$ cat config.mk
export PLATFORM = sky130hd
export DESIGN_NAME = led_grid_diff_flush
export DESIGN_NICKNAME = d
export VERILOG_FILES = /design/src/rtl/lgdf_pkg.sv /design/src/rtl/led_grid_diff_flush.sv
export SDC_FILE = /design/constraint.sdc
export NUM_CORES = 2
export LEC_CHECK = 0
export BUFFER_PORTS_ARGS = -buffer_cell sky130_fd_sc_hd__buf_2
export CAP_MARGIN = 20
export CORE_MARGIN = 2
export CORE_UTILIZATION = 50
export CTS_CLUSTER_SIZE = 12
export DETAILED_ROUTE_END_ITERATION = 6
export PLACE_DENSITY = 0.65
export SYNTH_ARGS = -nofsm -noshare
export SYNTH_HDL_FRONTEND = slang
export SYNTH_SLANG_ARGS = --single-unit
export TNS_END_PERCENT = 50
$ cat constraint.sdc
create_clock -name clk -period 6.4 [get_ports clk]
set_input_delay 1.28 -clock clk [delete_from_list [all_inputs] [get_ports clk]]
set_output_delay 1.28 -clock clk [all_outputs]
set_load 0.05 [all_outputs]
$ cat src/rtl/lgdf_pkg.sv
// ----------------------------------------------------------------------------
// lgdf_pkg
// Shared types and constants of the LED pad store with change tracking.
// ----------------------------------------------------------------------------
package lgdf_pkg;

	localparam logic [1:0] KIND_SET_PALETTE = 2'd0;
	localparam logic [1:0] KIND_SET_RGB     = 2'd1;
	localparam logic [1:0] KIND_SET_MODE    = 2'd2;
	localparam logic [1:0] KIND_FLUSH       = 2'd3;

	localparam logic [1:0] MODE_STATIC = 2'd0;
	localparam logic [1:0] MODE_PULSE  = 2'd2;

	localparam logic [7:0] NOTE_STATUS_BASE = 8'h90;
	localparam logic [7:0] BULK_SPEC_RGB    = 8'h03;
	localparam logic [2:0] REC_LEN_RGB      = 3'd5;
	localparam logic [2:0] REC_LEN_SHORT    = 3'd3;
	localparam logic [6:0] PAD_NUM_BASE     = 7'd11;

	typedef struct packed {
		logic [1:0] kind;
		logic [2:0] col;
		logic [2:0] row;
		logic [6:0] palette_index;
		logic [7:0] red;
		logic [7:0] green;
		logic [7:0] blue;
		logic [1:0] light_mode;
	} in_word_t;

	typedef struct packed {
		logic       bulk_form;
		logic       first_record;
		logic       last_record;
		logic [2:0] byte_count;
		logic [7:0] byte_a;
		logic [6:0] byte_b;
		logic [6:0] byte_c;
		logic [6:0] byte_d;
		logic [6:0] byte_e;
	} out_word_t;

	typedef struct packed {
		logic [6:0] palette;
		logic [7:0] red;
		logic [7:0] green;
		logic [7:0] blue;
		logic       rgb;
		logic [1:0] mode;
	} pad_t;

endpackage

$ cat src/rtl/led_grid_diff_flush.sv
// ----------------------------------------------------------------------------
// led_grid_diff_flush
// 8x8 LED pad store with dirty tracking; a flush streams one record per
// changed pad in row-major order, in bulk or note-on form.
// ----------------------------------------------------------------------------
// A word is taken when start is high and busy is low. A set word first reads
// the pad from the store, then compares it and writes it back. A flush with
// the link down leaves the block idle and sends nothing. Otherwise a flush
// takes the word, scans the store and counts the dirty pads, then, if any is
// dirty, reads it again and sends; one read a cycle from the pad memory sets
// both passes. Records leave at most one per cycle during the second pass,
// each on result for one cycle with result_valid high; the receiver cannot
// hold them off and must take every record as it comes.
module led_grid_diff_flush #(
	parameter int BULK_THRESHOLD = 8
) (
	input  logic                 clk,
	input  logic                 arst_n,
	input  logic                 cfg_we,
	input  logic                 cfg_wdata,
	input  logic                 start,
	input  lgdf_pkg::in_word_t   cmd,
	output logic                 busy,
	output logic                 result_valid,
	output lgdf_pkg::out_word_t  result
);
	import lgdf_pkg::*;

	typedef enum logic [2:0] {
		ST_IDLE,
		ST_SET,
		ST_CNT,
		ST_CNT_END,
		ST_SEND,
		ST_SEND_END
	} state_t;

	state_t      state_q;
	logic        link_q;
	in_word_t    cmd_q;
	logic [63:0] valid_q;
	logic [63:0] dirty_q;
	logic [5:0]  scan_q;
	logic [6:0]  count_q;
	logic [6:0]  sent_q;
	logic        any_rgb_q;
	logic        bulk_q;

	pad_t        mem [64];
	pad_t        rd_data_s1;
	logic [5:0]  idx_s1;
	logic        rd_pv_s1;
	logic        proc_s1;

	logic [5:0]  mem_ra;
	logic        mem_we;
	pad_t        cur;
	pad_t        new_pad;
	logic        set_change;
	logic [1:0]  mode_in;
	logic        pad_dirty_s1;
	logic [6:0]  cnt_next;
	logic        rgb_next;
	logic        rec_rgb;
	logic [6:0]  pad_num;
	out_word_t   rec;

	assign busy   = (state_q != ST_IDLE);
	assign mem_ra = (state_q == ST_IDLE) ? {cmd.row, cmd.col} : scan_q;
	assign cur    = rd_pv_s1 ? rd_data_s1 : '0;

	assign pad_dirty_s1 = dirty_q[idx_s1];
	assign cnt_next     = count_q + 7'(pad_dirty_s1);
	assign rgb_next     = any_rgb_q | (pad_dirty_s1 & cur.rgb);

	always_comb begin
		mode_in    = (cmd_q.light_mode > MODE_PULSE) ? MODE_PULSE : cmd_q.light_mode;
		new_pad    = cur;
		set_change = 1'b0;
		unique case (cmd_q.kind)
			KIND_SET_PALETTE: begin
				set_change = cur.rgb || (cur.palette != cmd_q.palette_index) ||
				             (cur.mode != MODE_STATIC);
				new_pad         = '0;
				new_pad.palette = cmd_q.palette_index;
			end
			KIND_SET_RGB: begin
				set_change = !cur.rgb || (cur.red != cmd_q.red) ||
				             (cur.green != cmd_q.green) || (cur.blue != cmd_q.blue);
				new_pad       = '0;
				new_pad.red   = cmd_q.red;
				new_pad.green = cmd_q.green;
				new_pad.blue  = cmd_q.blue;
				new_pad.rgb   = 1'b1;
			end
			KIND_SET_MODE: begin
				set_change   = (cur.mode != mode_in);
				new_pad.mode = mode_in;
			end
			default: begin
				set_change = 1'b0;
			end
		endcase
	end

	assign mem_we = (state_q == ST_SET) && set_change;

	always_comb begin
		rec_rgb = bulk_q && cur.rgb;
		pad_num = 7'({idx_s1[5:3], 3'b000}) + 7'({idx_s1[5:3], 1'b0}) +
		          7'(idx_s1[2:0]) + PAD_NUM_BASE;
		rec.bulk_form    = bulk_q;
		rec.first_record = (sent_q == 7'd0);
		rec.last_record  = ((sent_q + 7'd1) == count_q);
		rec.byte_count   = rec_rgb ? REC_LEN_RGB : REC_LEN_SHORT;
		if (!bulk_q) begin
			rec.byte_a = NOTE_STATUS_BASE + 8'(cur.mode);
		end else if (cur.rgb) begin
			rec.byte_a = BULK_SPEC_RGB;
		end else begin
			rec.byte_a = 8'(cur.mode);
		end
		rec.byte_b = pad_num;
		rec.byte_c = rec_rgb ? cur.red[7:1] : cur.palette;
		rec.byte_d = rec_rgb ? cur.green[7:1] : 7'd0;
		rec.byte_e = rec_rgb ? cur.blue[7:1] : 7'd0;
	end

	always_ff @(posedge clk) begin
		if (mem_we) begin
			mem[idx_s1] <= new_pad;
		end
		rd_data_s1 <= mem[mem_ra];
		if (state_q != ST_SET) begin
			idx_s1 <= mem_ra;
		end
	end

	always_ff @(posedge clk or negedge arst_n) begin
		if (!arst_n) begin
			state_q      <= ST_IDLE;
			link_q       <= 1'b0;
			valid_q      <= '0;
			dirty_q      <= '0;
			scan_q       <= '0;
			count_q      <= '0;
			sent_q       <= '0;
			any_rgb_q    <= 1'b0;
			bulk_q       <= 1'b0;
			rd_pv_s1     <= 1'b0;
			proc_s1      <= 1'b0;
			result_valid <= 1'b0;
			result       <= '0;
			cmd_q        <= '0;
		end else begin
			result_valid <= 1'b0;
			rd_pv_s1     <= valid_q[mem_ra];
			proc_s1      <= 1'b0;
			if (cfg_we) begin
				link_q <= cfg_wdata;
			end
			unique case (state_q)
				ST_IDLE: begin
					if (start) begin
						cmd_q <= cmd;
						if (cmd.kind != KIND_FLUSH) begin
							state_q <= ST_SET;
						end else if (link_q) begin
							state_q   <= ST_CNT;
							scan_q    <= '0;
							count_q   <= '0;
							any_rgb_q <= 1'b0;
						end
					end
				end
				ST_SET: begin
					if (set_change) begin
						valid_q[idx_s1] <= 1'b1;
						dirty_q[idx_s1] <= 1'b1;
					end
					state_q <= ST_IDLE;
				end
				ST_CNT: begin
					proc_s1 <= 1'b1;
					scan_q  <= scan_q + 6'd1;
					if (proc_s1) begin
						count_q   <= cnt_next;
						any_rgb_q <= rgb_next;
					end
					if (scan_q == 6'd63) begin
						state_q <= ST_CNT_END;
					end
				end
				ST_CNT_END: begin
					count_q <= cnt_next;
					bulk_q  <= rgb_next || (cnt_next >= 7'(BULK_THRESHOLD));
					sent_q  <= '0;
					scan_q  <= '0;
					state_q <= (cnt_next == 7'd0) ? ST_IDLE : ST_SEND;
				end
				ST_SEND, ST_SEND_END: begin
					if (proc_s1 && pad_dirty_s1) begin
						result_valid    <= 1'b1;
						result          <= rec;
						sent_q          <= sent_q + 7'd1;
						dirty_q[idx_s1] <= 1'b0;
					end
					if (state_q == ST_SEND) begin
						proc_s1 <= 1'b1;
						scan_q  <= scan_q + 6'd1;
						if (scan_q == 6'd63) begin
							state_q <= ST_SEND_END;
						end
					end else begin
						state_q <= ST_IDLE;
					end
				end
				default: begin
					state_q <= ST_IDLE;
				end
			endcase
		end
	end

endmodule

==> results.json <==
{
  "fillCellCount": 15500,
  "ant_nets": 0,
  "io_pins": 90,
  "cp_max_fo": 145,
  "syn_area_per_cell_um2": 13.2,
  "finalSetupViolCount": 0,
  "violations": "design-rule violations",
  "vias_per_cell": 6.33,
  "die_y_um": 447,
  "p_sw_share_pct": 40.5,
  "r2r_cells": 10,
  "critPathKind": "flip-flop to flip-flop",
  "synth_edf_count": 2182,
  "start_util_pct": 50.3,
  "outcome": "finished, violations left",
  "track_usage_pct": 30.6,
  "fin_worst_skew_ns": 0.0486,
  "p_switching_mw": 23.5,
  "synth_mux_area_share_pct": 3.34,
  "finalWirelength_um": 308000,
  "grt_pass1_wl_um": 440000,
  "arrival_ns": 6.07,
  "first_pass_iters": 7,
  "path_depth": 10,
  "critPathSlowestCell": "or4b_1",
  "synth.yosys.seq_area_share_pct": 73.3,
  "rsz0062_at_grt": "false",
  "ir_drop_uv": 495,
  "ys_types": 80,
  "fin_util_pct": 56.6,
  "clock-root-buffer": "clkbuf_16",
  "p_int_mw": 34.5,
  "critical_path_buf_inv_count": 3,
  "cap_violations": 0,
  "power_density_nw_per_um2": 526,
  "cts_tree": "yes",
  "endpoint_kind": "flip-flop",
  "synthXorXnorAreaFrac_pct": 0.232,
  "clockPowerShare_pct": 22.8,
  "cts_resized": 0,
  "drt_iter0_markers": 9400,
  "rr_endpoint": "rd_data_s1[31]",
  "start_kind": "flip-flop",
  "route.detailed.drc": 5,
  "syn2layout_area_growth_pct": 12.3,
  "critPathMaxStageDelay_ns": 0.91,
  "async_flop_share_pct": 9.37,
  "post_drt_wl_per_cell_um": 29.7,
  "rows": 162,
  "dp_cells": 9930,
  "drive_gt1_share_pct": 11.7,
  "synthAdderAreaFrac_pct": 0.173,
  "setup_tns_ns": 0,
  "via_count": 65600,
  "clock_path_buffers": 3,
  "globalplace.congestion": 0.921,
  "max_slew_margin_pct": 18.4,
  "htree_num_levels": 4,
  "crit_family": "compound AO/OA/AOI/OAI gates",
  "finalCriticalPeriod_ns": 5.34,
  "grt_max_degree": 146,
  "worstMarginPinSlew_ns": 1.21,
  "cts_buffers": 238,
  "netlist_area_um2": 98200,
  "critical_path.endpoint": "rd_data_s1[31]",
  "hpwl_um": 175000,
  "placement.io_buffers": 85,
  "grt-ovfl-total": 0,
  "ys_ff_latch": 2445,
  "drv_slew": 0,
  "combinationalPowerShare_pct": 38.8,
  "worst-endpoint-required_ns": 7.13,
  "p_leak_nw": 39.0,
  "p_seq_share_pct": 38.4,
  "worstSetupStartpoint": "state_q[1]",
  "synth_warnings": 0,
  "hp-class": "flip-flop to flip-flop",
  "period_share_pct": 83.4,
  "cts.sinks": 2445,
  "final_net_count": 7609,
  "die_x_um": 447,
  "synth_top_family_by_area": "simple AND/OR/NAND/NOR gates",
  "core_um2": 195000,
  "r2r_slack_ns": 1.06,
  "ys.flop_type": "edfxtp_1",
  "fmax_ghz": 0.187,
  "insertion_delay_ns": 0.89,
  "hold_viol": 0,
  "reg2reg_from": "state_q[1]",
  "syn_inst": 7432,
  "synth_compound_area_share_pct": 6.57,
  "die_area_um2": 200000,
  "synthSimpleGateAreaFrac_pct": 14.1,
  "grt_pass1_vias": 61400,
  "antenna_found_initial": 7,
  "path_cells": "or4b_1 > and2_4 > inv_16 > buf_4 > buf_4 > mux4_2 > a2111oi_0 > o21ai_0 > a21oi_1 > a21oi_1",
  "post_cts_buffers": 0,
  "clk_pin_slew_worst_paths_ns": 0.06,
  "hold_buffers": 0,
  "stdcell_count": 10400
}
layout make-up:
class                      count  area, um2  share of cell area, %
antenna                        3       7.51                0.00681
clock buffer                 397       6910                   6.26
clock inverter                40        359                  0.326
inverter                      34        161                  0.146
multi-input combinational   4467      24600                   22.3
sequential                  2445      71900                   65.2
tap                         2624       3280                   2.98
timing repair buffer         364       2970                   2.70
Yosys cell counts (10+ instances only):
cell type / count / area (um2)
edfxtp_1: 2182 / 65500
nand2_1: 2038 / 7650
nand3_1: 703 / 3520
clkbuf_1: 260 / 976
dfrtp_1: 229 / 5730
o21ai_0: 182 / 911
mux2i_1: 176 / 1760
a21oi_1: 175 / 876
buf_2: 140 / 701
and3_1: 131 / 820
a31oi_1: 130 / 813
nor2_1: 123 / 462
nand4_1: 75 / 469
a32oi_1: 66 / 578
buf_1: 61 / 229
mux4_2: 50 / 1130
a22o_1: 49 / 429
o21bai_1: 47 / 353
o22ai_1: 43 / 269
mux2_2: 35 / 394
dfxtp_1: 34 / 681
inv_1: 28 / 105
nor3_1: 28 / 140
o31ai_1: 28 / 210
o221ai_1: 26 / 228
a311oi_1: 23 / 201
a22oi_1: 22 / 165
buf_4: 22 / 165
a32o_1: 19 / 190
or2_2: 19 / 119
a2111oi_0: 18 / 158
xnor2_1: 18 / 158
a211oi_1: 17 / 128
o31a_1: 17 / 149
nor4_1: 15 / 93.8
o211ai_1: 15 / 113
nand2b_1: 13 / 81.3
a31o_2: 12 / 105
ha_1: 12 / 150
nor2b_1: 12 / 75.1
a21o_1: 11 / 82.6
and2_1: 11 / 68.8
or3_1: 10 / 62.6
cells by family (layout without fill, tap and decap cells):
kind of cell	count (synthesis)	in the layout
AO/OA/AOI/OAI	956	956
XOR/XNOR	26	26
adder cells (fa/ha/maj)	13	13
buffers and inverters	523	835
flip-flops	2445	2445
multiplexers	261	261
other	1	7
AND/OR/NAND/NOR	3207	3207
how the worst min path moves through the flow:
stage	endpoint	slack, ns	depth (start not counted)	startpoint
floorplan	valid_q[47]	0.43	2	valid_q[47]
global placement	valid_q[35]	0.44	1	valid_q[35]
detailed placement	valid_q[35]	0.45	1	valid_q[35]
CTS	valid_q[35]	0.46	1	valid_q[35]
global route	valid_q[10]	0.48	1	valid_q[10]
finish	result[36]	0.46	1	result[36]
power groups by stage:
stage                     registers [mW]  clock network, mW  logic [mW]
after detailed placement            22.6                  0        21.8
after global routing                22.3               13.9        23.7
final                               22.3               13.2        22.5
after floorplan                     22.0                  0        13.0
after global placement              22.5                  0        21.4
after CTS                           22.2               13.3        21.9
layout by cell type (no fill, tap or decap), types with 34 or more instances in the layout:
cell type and instances:
dfxtp_1 34, nand3_1 703, nor2_1 61, nand2_1 2037, and3_1 131, mux2_2 35
nor2_4 60, a21oi_1 175, a32oi_1 66, mux4_2 50, mux2i_1 173, buf_4 243
o22ai_1 43, o21ai_0 182, clkbuf_16 241, o21bai_1 47, edfxtp_1 2182, clkbuf_1 127
dfrtp_1 229, buf_2 84, a31oi_1 130, nand4_1 75
sequential cells by signal (all words and copies together), names as in the netlist, named ones only:
| signal | cells |
|---|---|
| link_q | 1 |
| state_q | 3 |
| result | 37 |
| bulk_q | 1 |
| result_valid | 1 |
| rd_pv_s1 | 1 |
| count_q | 7 |
| idx_s1 | 6 |
| proc_s1 | 1 |
| sent_q | 7 |
| mem | 2176 |
| valid_q | 64 |
| scan_q | 6 |
| cmd_q | 35 |
| rd_data_s1 | 34 |
| any_rgb_q | 1 |
metal layers:
layer	GRT usage, %	share of wire, %	vias to the layer above
met4	12.5	4.5	6
met2	45.9	44	4326
met3	7.48	13	746
met5	0	0.016	-
li1	-	-	27700
met1	43.0	38	32800
per-stage QoR:
stage | area [um2] | setup slack, ns | hold slack, ns | power, mW
floorplan | 98200 | 1.59 | 0.427 | 35.0
global placement | 103000 | 0.861 | 0.444 | 43.9
detailed placement | 103000 | 0.751 | 0.447 | 44.3
CTS | 110000 | 1.23 | 0.461 | 57.4
global route | 110000 | 0.884 | 0.483 | 60.0
finish | 110000 | 1.06 | 0.461 | 58.0
Note: power is estimated with default switching activity, not from simulation.
